--- config.mk ---
export PLATFORM = sky130hd
export DESIGN_NAME = sinr_estimation_error_injector
export DESIGN_NICKNAME = d
export VERILOG_FILES = /design/src/hdl/sei_pkg.sv /design/src/hdl/sinr_estimation_error_injector.sv /design/src/hdl/sei_dp.sv /design/src/hdl/sei_ctrl.sv
export SDC_FILE = /design/constraint.sdc
export NUM_CORES = 2
export LEC_CHECK = 0
export BUFFER_PORTS_ARGS = -buffer_cell sky130_fd_sc_hd__buf_4
export CORE_UTILIZATION = 50
export DETAILED_ROUTE_END_ITERATION = 6
export PLACE_DENSITY = 0.71
export SLEW_MARGIN = 20
export SYNTH_ARGS = -nofsm -noshare
export SYNTH_HDL_FRONTEND = slang
export SYNTH_HIERARCHICAL = 1
export SYNTH_SLANG_ARGS = --single-unit
--- constraint.sdc ---
create_clock -name clk -period 11.3 [get_ports clk]
set_input_delay 1.695 -clock clk [delete_from_list [all_inputs] [get_ports clk]]
set_output_delay 1.695 -clock clk [all_outputs]
set_load 0.02 [all_outputs]
--- src/hdl/sei_pkg.sv ---
// shared types and constants for the sinr estimation error injector
`timescale 1ns / 1ps

package sei_pkg;

	localparam logic OP_LOAD  = 1'b0;
	localparam logic OP_APPLY = 1'b1;

	localparam int DATA_W    = 16;
	localparam int CFG_W     = 5;
	localparam int ROW_W     = 4;
	localparam int DIV_STEPS = 16;
	localparam int CNT_W     = 4;
	localparam int FRAC_SHIFT = 12;

	typedef enum logic [8:0] {
		ST_IDLE   = 9'b000000001,
		ST_RD0    = 9'b000000010,
		ST_RDL    = 9'b000000100,
		ST_SCAN   = 9'b000001000,
		ST_MULP   = 9'b000010000,
		ST_DIV    = 9'b000100000,
		ST_INTERP = 9'b001000000,
		ST_MUL    = 9'b010000000,
		ST_FIN    = 9'b100000000
	} state_t;

	typedef struct packed {
		logic capture_in;
		logic write_row;
		logic save_prev;
		logic set_dev_row;
		logic load_interp;
		logic mul_slope;
		logic div_step;
		logic set_dev_interp;
		logic mul_err;
		logic emit_result;
		logic emit_zero;
	} dp_cmd_t;

	typedef struct packed {
		logic x_le_pt;
		logic x_ge_pt;
	} dp_status_t;

endpackage

--- src/hdl/sinr_estimation_error_injector.sv ---
// top level of the sinr estimation error injector
`timescale 1ns / 1ps

// A request is taken when start is high and busy is low. A load request writes
// one grid row and returns a zero result with done in the next cycle; busy stays
// low, so loads can follow each other every cycle. An apply request holds busy
// until its result. An input at or below the first grid point, or at or above
// the last row in use, takes that row's deviation directly; an input that falls
// below row k is interpolated, and its wait grows with k. The time to the
// result is set by the table walk, which reads one row per cycle from the
// single read port, and by the 16-step serial divider for the slope. The
// result is valid on sinr_out and clipped for the one cycle that done is high;
// the receiver cannot stall it. Users must write entries_in_use through cfg_we
// and cfg_data only while no request is in progress; this is not enforced.
module sinr_estimation_error_injector #(
	parameter int TABLE_DEPTH = 16
) (
	input  logic                              clk,
	input  logic                              arst_n,
	input  logic                              start,
	output logic                              busy,
	input  logic                              operation,
	input  logic [sei_pkg::ROW_W-1:0]         row_index,
	input  logic signed [sei_pkg::DATA_W-1:0] grid_sinr,
	input  logic [sei_pkg::DATA_W-1:0]        grid_deviation,
	input  logic signed [sei_pkg::DATA_W-1:0] sinr_in,
	input  logic signed [sei_pkg::DATA_W-1:0] noise_sample,
	output logic                              done,
	output logic signed [sei_pkg::DATA_W-1:0] sinr_out,
	output logic                              clipped,
	input  logic                              cfg_we,
	input  logic [sei_pkg::CFG_W-1:0]         cfg_data
);
	import sei_pkg::*;

	localparam int AW = (TABLE_DEPTH > 1) ? $clog2(TABLE_DEPTH) : 1;

	dp_cmd_t       cmd;
	dp_status_t    status;
	logic [AW-1:0] rd_addr;
	logic [AW-1:0] last_idx;

	sei_ctrl #(
		.AW(AW)
	) u_ctrl (
		.clk       (clk),
		.arst_n    (arst_n),
		.start     (start),
		.operation (operation),
		.busy      (busy),
		.status    (status),
		.last_idx  (last_idx),
		.cmd       (cmd),
		.rd_addr   (rd_addr)
	);

	sei_dp #(
		.TABLE_DEPTH (TABLE_DEPTH),
		.AW          (AW)
	) u_dp (
		.clk            (clk),
		.arst_n         (arst_n),
		.cmd            (cmd),
		.rd_addr        (rd_addr),
		.status         (status),
		.last_idx       (last_idx),
		.row_index      (row_index),
		.grid_sinr      (grid_sinr),
		.grid_deviation (grid_deviation),
		.sinr_in        (sinr_in),
		.noise_sample   (noise_sample),
		.cfg_we         (cfg_we),
		.cfg_data       (cfg_data),
		.done           (done),
		.sinr_out       (sinr_out),
		.clipped        (clipped)
	);

endmodule

--- src/hdl/sei_dp.sv ---
// datapath: grid table memory, interpolation, serial divider, error multiply and saturation
`timescale 1ns / 1ps

module sei_dp #(
	parameter int TABLE_DEPTH = 16,
	parameter int AW = 4
) (
	input  logic                          clk,
	input  logic                          arst_n,
	input  sei_pkg::dp_cmd_t              cmd,
	input  logic [AW-1:0]                 rd_addr,
	output sei_pkg::dp_status_t           status,
	output logic [AW-1:0]                 last_idx,
	input  logic [sei_pkg::ROW_W-1:0]     row_index,
	input  logic signed [sei_pkg::DATA_W-1:0] grid_sinr,
	input  logic [sei_pkg::DATA_W-1:0]    grid_deviation,
	input  logic signed [sei_pkg::DATA_W-1:0] sinr_in,
	input  logic signed [sei_pkg::DATA_W-1:0] noise_sample,
	input  logic                          cfg_we,
	input  logic [sei_pkg::CFG_W-1:0]     cfg_data,
	output logic                          done,
	output logic signed [sei_pkg::DATA_W-1:0] sinr_out,
	output logic                          clipped
);
	import sei_pkg::*;

	logic signed [DATA_W-1:0] pt_mem [TABLE_DEPTH];
	logic [DATA_W-1:0]        dev_mem [TABLE_DEPTH];

	logic [CFG_W-1:0]         entries_q;
	logic signed [DATA_W-1:0] rd_pt_q;
	logic [DATA_W-1:0]        rd_dev_q;
	logic signed [DATA_W-1:0] x_q;
	logic signed [DATA_W-1:0] z_q;
	logic signed [DATA_W-1:0] prev_pt_q;
	logic [DATA_W-1:0]        prev_dev_q;
	logic [DATA_W-1:0]        offs_q;
	logic [DATA_W-1:0]        span_q;
	logic [DATA_W-1:0]        dd_q;
	logic                     dec_q;
	logic [DATA_W-1:0]        rem_q;
	logic [DATA_W-1:0]        quo_q;
	logic [DATA_W-1:0]        dev_q;
	logic signed [2*DATA_W:0] eprod_q;
	logic                     done_q;
	logic signed [DATA_W-1:0] sinr_out_q;
	logic                     clipped_q;

	logic                     wr_en;
	logic [AW-1:0]            wr_addr;
	logic signed [DATA_W:0]   offs_w;
	logic signed [DATA_W:0]   span_w;
	logic [DATA_W:0]          trial_w;
	logic [DATA_W:0]          diff_w;
	logic signed [2*DATA_W:0] rnd_w;
	logic signed [2*DATA_W-FRAC_SHIFT:0] err_w;
	logic signed [2*DATA_W-FRAC_SHIFT+1:0] sum_w;
	logic signed [DATA_W-1:0] sat_w;
	logic                     clip_w;

	// row count clamped to 1..TABLE_DEPTH
	always_comb begin
		if (entries_q == '0) begin
			last_idx = '0;
		end else if (32'(entries_q) > TABLE_DEPTH) begin
			last_idx = AW'(TABLE_DEPTH - 1);
		end else begin
			last_idx = AW'(entries_q - CFG_W'(1));
		end
	end

	always_ff @(posedge clk or negedge arst_n) begin
		if (!arst_n) begin
			entries_q <= CFG_W'(1);
		end else if (cfg_we) begin
			entries_q <= cfg_data;
		end
	end

	assign wr_en   = cmd.write_row && (32'(row_index) < TABLE_DEPTH);
	assign wr_addr = AW'(row_index);

	always_ff @(posedge clk) begin
		if (wr_en) begin
			pt_mem[wr_addr]  <= grid_sinr;
			dev_mem[wr_addr] <= grid_deviation;
		end
		rd_pt_q  <= pt_mem[rd_addr];
		rd_dev_q <= dev_mem[rd_addr];
	end

	assign status.x_le_pt = (x_q <= rd_pt_q);
	assign status.x_ge_pt = (x_q >= rd_pt_q);

	assign offs_w  = {x_q[DATA_W-1], x_q} - {prev_pt_q[DATA_W-1], prev_pt_q};
	assign span_w  = {rd_pt_q[DATA_W-1], rd_pt_q} - {prev_pt_q[DATA_W-1], prev_pt_q};
	assign trial_w = {rem_q, quo_q[DATA_W-1]};
	assign diff_w  = trial_w - {1'b0, span_q};

	always_ff @(posedge clk) begin
		if (cmd.capture_in) begin
			x_q <= sinr_in;
			z_q <= noise_sample;
		end
		if (cmd.save_prev) begin
			prev_pt_q  <= rd_pt_q;
			prev_dev_q <= rd_dev_q;
		end
		if (cmd.load_interp) begin
			offs_q <= offs_w[DATA_W-1:0];
			span_q <= span_w[DATA_W-1:0];
			dec_q  <= (rd_dev_q < prev_dev_q);
			dd_q   <= (rd_dev_q >= prev_dev_q) ? (rd_dev_q - prev_dev_q)
			                                   : (prev_dev_q - rd_dev_q);
		end
		if (cmd.mul_slope) begin
			{rem_q, quo_q} <= offs_q * dd_q;
		end else if (cmd.div_step) begin
			if (trial_w >= {1'b0, span_q}) begin
				rem_q <= diff_w[DATA_W-1:0];
				quo_q <= {quo_q[DATA_W-2:0], 1'b1};
			end else begin
				rem_q <= trial_w[DATA_W-1:0];
				quo_q <= {quo_q[DATA_W-2:0], 1'b0};
			end
		end
		if (cmd.set_dev_row) begin
			dev_q <= rd_dev_q;
		end else if (cmd.set_dev_interp) begin
			dev_q <= dec_q ? (prev_dev_q - quo_q) : (prev_dev_q + quo_q);
		end
		if (cmd.mul_err) begin
			eprod_q <= $signed({1'b0, dev_q}) * z_q;
		end
	end

	// round half up, then floor by 2^12
	assign rnd_w = eprod_q + (2*DATA_W+1)'(2048);
	assign err_w = rnd_w[2*DATA_W:FRAC_SHIFT];
	assign sum_w = (2*DATA_W-FRAC_SHIFT+2)'(x_q) + (2*DATA_W-FRAC_SHIFT+2)'(err_w);

	always_comb begin
		clip_w = 1'b0;
		sat_w  = sum_w[DATA_W-1:0];
		if (sum_w > (2*DATA_W-FRAC_SHIFT+2)'(32767)) begin
			sat_w  = 16'sh7fff;
			clip_w = 1'b1;
		end else if (sum_w < -(2*DATA_W-FRAC_SHIFT+2)'(32768)) begin
			sat_w  = 16'sh8000;
			clip_w = 1'b1;
		end
	end

	always_ff @(posedge clk or negedge arst_n) begin
		if (!arst_n) begin
			done_q <= 1'b0;
		end else begin
			done_q <= cmd.emit_result || cmd.emit_zero;
		end
	end

	always_ff @(posedge clk) begin
		if (cmd.emit_zero) begin
			sinr_out_q <= '0;
			clipped_q  <= 1'b0;
		end else if (cmd.emit_result) begin
			sinr_out_q <= sat_w;
			clipped_q  <= clip_w;
		end
	end

	assign done     = done_q;
	assign sinr_out = sinr_out_q;
	assign clipped  = clipped_q;

endmodule

--- src/hdl/sei_ctrl.sv ---
// controller: request sequencing, table walk and divider step count
`timescale 1ns / 1ps

module sei_ctrl #(
	parameter int AW = 4
) (
	input  logic                clk,
	input  logic                arst_n,
	input  logic                start,
	input  logic                operation,
	output logic                busy,
	input  sei_pkg::dp_status_t status,
	input  logic [AW-1:0]       last_idx,
	output sei_pkg::dp_cmd_t    cmd,
	output logic [AW-1:0]       rd_addr
);
	import sei_pkg::*;

	state_t           state_q;
	state_t           state_d;
	logic [AW-1:0]    idx_q;
	logic [AW-1:0]    idx_d;
	logic [CNT_W-1:0] cnt_q;
	logic [CNT_W-1:0] cnt_d;

	assign busy = (state_q != ST_IDLE);

	always_comb begin
		state_d = state_q;
		idx_d   = idx_q;
		cnt_d   = cnt_q;
		rd_addr = '0;
		cmd     = '0;
		unique case (state_q)
			ST_IDLE: begin
				if (start) begin
					if (operation == OP_APPLY) begin
						cmd.capture_in = 1'b1;
						state_d        = ST_RD0;
					end else begin
						cmd.write_row = 1'b1;
						cmd.emit_zero = 1'b1;
					end
				end
			end
			ST_RD0: begin
				if (status.x_le_pt) begin
					cmd.set_dev_row = 1'b1;
					state_d         = ST_MUL;
				end else begin
					cmd.save_prev = 1'b1;
					rd_addr       = last_idx;
					state_d       = ST_RDL;
				end
			end
			ST_RDL: begin
				if (status.x_ge_pt) begin
					cmd.set_dev_row = 1'b1;
					state_d         = ST_MUL;
				end else begin
					idx_d   = AW'(1);
					rd_addr = AW'(1);
					state_d = ST_SCAN;
				end
			end
			ST_SCAN: begin
				if (!status.x_ge_pt) begin
					cmd.load_interp = 1'b1;
					state_d         = ST_MULP;
				end else begin
					cmd.save_prev = 1'b1;
					idx_d         = idx_q + AW'(1);
					rd_addr       = idx_q + AW'(1);
				end
			end
			ST_MULP: begin
				cmd.mul_slope = 1'b1;
				cnt_d         = '0;
				state_d       = ST_DIV;
			end
			ST_DIV: begin
				cmd.div_step = 1'b1;
				cnt_d        = cnt_q + CNT_W'(1);
				if (cnt_q == CNT_W'(DIV_STEPS - 1)) begin
					state_d = ST_INTERP;
				end
			end
			ST_INTERP: begin
				cmd.set_dev_interp = 1'b1;
				state_d            = ST_MUL;
			end
			ST_MUL: begin
				cmd.mul_err = 1'b1;
				state_d     = ST_FIN;
			end
			ST_FIN: begin
				cmd.emit_result = 1'b1;
				state_d         = ST_IDLE;
			end
			default: begin
				state_d = ST_IDLE;
			end
		endcase
	end

	always_ff @(posedge clk or negedge arst_n) begin
		if (!arst_n) begin
			state_q <= ST_IDLE;
			idx_q   <= '0;
			cnt_q   <= '0;
		end else begin
			state_q <= state_d;
			idx_q   <= idx_d;
			cnt_q   <= cnt_d;
		end
	end

`ifndef SYNTHESIS
	a_apply_goes_busy: assert property (@(posedge clk) disable iff (!arst_n)
		(start && !busy && operation == OP_APPLY) |=> busy)
		else $error("apply request did not raise busy");

	a_div_ends: assert property (@(posedge clk) disable iff (!arst_n)
		(state_q == ST_DIV && cnt_q == CNT_W'(DIV_STEPS - 1)) |=> (state_q == ST_INTERP))
		else $error("divider did not finish after its step count");

	a_scan_in_range: assert property (@(posedge clk) disable iff (!arst_n)
		(state_q == ST_SCAN) |-> (idx_q <= last_idx && idx_q != '0))
		else $error("table walk left the rows in use");
`endif

endmodule

==> metrics.md <==
| Metric | Value |
|---|---|
| Area of the die | `between 100000 and 150000 um2` |
| Vias in the first global route | `32610` |
| Core area | `101900 um2` |
| FFs w/ async S/R, synth | `under 10%` |
| Comb power frac | `43.6%` |
| First-pass GRT wire length | `188400 um` |
| Row count | `about 120` |
| Top_reg_cell synth | `edfxtp_1` |
| Sink Count | `767` |
| Post-Route WL | `120300 um` |
| Hold slack | `470.8 ps` |
| Worst-Skew Late Latency | `670 ps` |
| Leakage | `22.81 nW` |
| Overflow after GRT | `0` |
| Seq cells post-synth | `767` |
| Pwr Density | `192.6 nW/um2` |
| Most frequent cells in the layout | `695 x edfxtp_1, 601 x inv_1, 394 x fa_1, 389 x nand2_1, 357 x ha_1` |
| Netlist cell types | `96` |
| CP Data Arrival Time | `7450 ps` |
| Clock transition at path regs | `60 ps` |
| Switch share | `36.44%` |
| Longest Clk Path Bufs | `3` |
| Pins Over Slew Limit | `0` |
| Most common cell after layout, fill and taps aside | `edfxtp_1` |
| Mapped Area | `51400 um2` |
| Global Route Usage Sum | `between 20% and 30%` |
| Initial antenna violation count | `7` |
| Slowest CP cell | `edfxtp_1` |
| Mapped Avg Cell Area | `12.48 um2` |
| Fin crit period | `7104 ps` |
| Most used cell, CP | `fa_1` |
| DRT Pass-1 Iters | `6` |
| RSZ-0062 raised after global routing | `false` |
| Vias/cell | `5.615` |
| Die width | `322.6 um` |
| Post-route ant nets | `0` |
| Final std cells w/o fill | `5627` |
| CP Class | `flop to flop` |
| P_int | `0.006890 W` |
| Starting density of the core | `50.44%` |
| Slew @ Worst Pin | `1151 ps` |
| Hold depth | `0` |
| NetSw | `0.003950 W` |
| Post-CTS Setup Repair Bufs | `0` |
| Layout Nets | `roughly 5000` |
| Max stage delay on crit path | `approximately 650 ps` |
| Worst r2r dst | `u_dp/rem_q[12]$_DFFE_PP_` |
| RD Place Congestion | `0.9097` |
| Port Buffer Count | `96` |
| Worst path required time | `11650 ps` |
| EDFF count, synth | `695` |
| Vias | `31600` |
| # fillers | `8365` |
| WL/cell | `21.38 um` |
| Pin count of the biggest net entering global routing | `66` |
| CTS tree | `yes` |
| Reg2Reg Depth | `22` |
| # Max-Cap Violations | `0` |
| I/O Pins | `97` |
| Sequential element share of the synthesized area | `43.64%` |
| Fin worst setup slack | `4196 ps` |
| Share of layout cells above drive strength 1 | `11.51%` |
| Initial drt markers | `2563` |
| Crit-path cells | `and2_1 > fa_1 > inv_1 > fa_1 > fa_1 > fa_1 > inv_1 > fa_1 > inv_1 > fa_1 > inv_1 > ha_1 > and3_1 > a221o_1 > nor2_1 > o21ai_2 > a2111oi_2 > nor3_1 > or3_4 > a31oi_4 > xor2_1 > mux2i_1` |
| Root Driver | `clkbuf_16` |
| Final setup vio count | `0` |
| Setup tns final | `0 ps` |
| Area growth from synthesis to layout | `9.507%` |
| Worst-case hold path end point | `u_dp/prev_dev_q[10]$_DFFE_PP_` |
| Die Span Y | `322.6 um` |
| Worst Setup Start Kind | `flop` |
| VDD IR max | `between 400 and 500 uV` |
| Clock power frac | `between 20% and 30%` |
| Fmax | `140.8 MHz` |
| Hold buffers post-CTS | `0` |
| Drc violations | `0` |
| Crit. End Element | `flop` |
| Post-layout util | `a little under three fifths` |
| Reg2Reg Setup Slack | `4200 ps` |
| Pre-CTS setup slack | `4267 ps` |
| Hpwl dp | `roughly 80000 um` |
| Status | `completed` |
| H-tree levels | `3` |
| Hold Vio Cnt, Final | `0` |
| Worst r2r src | `u_dp/offs_q[7]$_DFFE_PP_` |
| Syn. warnings | `6` |
| HP Class | `flop to flop` |
| # resized after CTS | `0` |
| Seq pwr share | `32.5%` |
| Post-synthesis cell count | `around 4100` |
| Synth Net Count | `4948` |
| HP Start | `u_dp/rd_dev_q[10]$_DFF_P_` |
| Clk_skew | `52.43 ps` |
| Placed insts | `5482` |
| Cts bufs inserted | `78` |
| Worst slew margin | `between 20% and 30%` |
| Crit-path max FO | `16` |
| Period utilization | `62.87%` |
synth_stat cells (11+ instances only):
master / count / area share (%)
and3_1: 28 / 0.34
a21oi_1: 107 / 1.0
mux2i_1: 28 / 0.55
fa_1: 394 / 15
a21o_1: 51 / 0.74
inv_1: 601 / 4.4
dfrtp_1: 21 / 1.0
xnor2_1: 105 / 1.8
edfxtp_1: 695 / 41
dfxtp_1: 49 / 1.9
mux4_2: 160 / 7.0
nand2_1: 390 / 2.8
nand2b_1: 33 / 0.40
nand3_1: 47 / 0.46
o21ai_0: 90 / 0.88
nor3_1: 46 / 0.45
or3_1: 11 / 0.13
o21a_1: 24 / 0.35
a21boi_0: 13 / 0.19
clkbuf_1: 115 / 0.84
o211ai_1: 16 / 0.23
and2_1: 244 / 3.0
xor2_1: 45 / 0.77
ha_1: 357 / 8.7
nor2b_1: 27 / 0.33
nor2_1: 145 / 1.1
o21bai_1: 13 / 0.19
a211oi_1: 31 / 0.45
a31oi_1: 13 / 0.16
mux2_2: 17 / 0.37
nand4_1: 21 / 0.26
metal layers:
layer	vias to the layer above	global-route usage, %	wire (um)
met3	230	3.001	6454
li1	14400	-	-
met4	8	7.952	3968
met2	928	39.17	58070
met1	16030	32.57	51710
met5	-	0	81
cells by family after synthesis:
| group | Yosys count | synth area share [%] |
|---|---|---|
| simple gates | 1056 | 10.35 |
| mux | 205 | 7.929 |
| flops | 767 | 43.64 |
| fa+ha+maj | 752 | 24.06 |
| xor+xnor | 150 | 2.556 |
| buf+inv | 738 | 5.514 |
| compound gates | 451 | 5.952 |
worst max-delay path, delay by kind of cell (launching register included):
family | cells | cell delay [ps]
fa+ha+maj | 7 | 3330
simple gates | 5 | 1200
compound gates | 4 | 1140
flops | 1 | 650
buf+inv | 4 | 200
xor+xnor | 1 | 180
mux | 1 | 100
worst max path at each step:
stage | start | endpoint | cells after the start
6_report | u_dp/offs_q[7]$_DFFE_PP_ | u_dp/rem_q[12]$_DFFE_PP_ | 22
4_1_cts | u_dp/dd_q[1]$_DFFE_PP_ | u_dp/rem_q[12]$_DFFE_PP_ | 21
2_1_floorplan | u_dp/x_q[1]$_DFFE_PP_ | u_dp/dd_q[0]$_DFFE_PP_ | 13
3_5_place_dp | u_dp/dd_q[1]$_DFFE_PP_ | u_dp/rem_q[12]$_DFFE_PP_ | 21
5_1_grt | u_dp/dd_q[1]$_DFFE_PP_ | u_dp/rem_q[12]$_DFFE_PP_ | 21
3_3_place_gp | u_dp/dd_q[1]$_DFFE_PP_ | u_dp/rem_q[12]$_DFFE_PP_ | 21
final cells by class:
| type | count | area, um2 | share of cell area (%) |
|---|---|---|---|
| antenna | 2 | 5.005 | 0.008892 |
| sequential | 767 | 22430 | 39.85 |
| clock inverter | 51 | 565.5 | 1.005 |
| inverter | 603 | 2263 | 4.022 |
| clock buffer | 92 | 2024 | 3.597 |
| tap | 1368 | 1712 | 3.041 |
| timing repair buffer | 130 | 975.9 | 1.734 |
| multi-input combinational | 2614 | 26310 | 46.74 |
registers in the layout, indices dropped and copies added, names as in the netlist:
register	flops
u_dp/eprod_q	22
u_dp/quo_q	16
u_dp/clipped	1
u_dp/dev_mem	256
u_dp/dd_q	16
u_dp/rd_pt_q	16
u_dp/sinr_out	16
u_dp/prev_pt_q	16
u_dp/span_q	16
u_dp/rem_q	16
u_dp/prev_dev_q	16
u_dp/z_q	16
u_dp/pt_mem	256
u_ctrl/cnt_q	4
u_dp/offs_q	16
u_dp/dec_q	1
u_dp/entries_q	5
u_dp/rd_dev_q	16
u_dp/done	1
u_ctrl/idx_q	4
u_dp/x_q	16
u_dp/dev_q	16
u_ctrl/state_q	9
stage by stage:
| stage | total power, W | instance area, um2 |
|---|---|---|
| after CTS | 0.01089 | 56270 |
| final | 0.01084 | 56280 |
| after detailed placement | 0.008170 | 53680 |
| after floorplan | 0.006957 | 51400 |
| after global routing | 0.01160 | 56280 |
| after global placement | 0.008174 | 53680 |
power by group through the flow:
stage	sequential [W]	clock (W)	combinational, W
CTS	0.00352	0.00264	0.00473
finish	0.00353	0.00259	0.00472
global route	0.00353	0.00274	0.00533
global placement	0.00358	0	0.00460
detailed placement	0.00358	0	0.00459
floorplan	0.00352	0	0.00344
No activity file was read; power rests on OpenSTA's default activity.
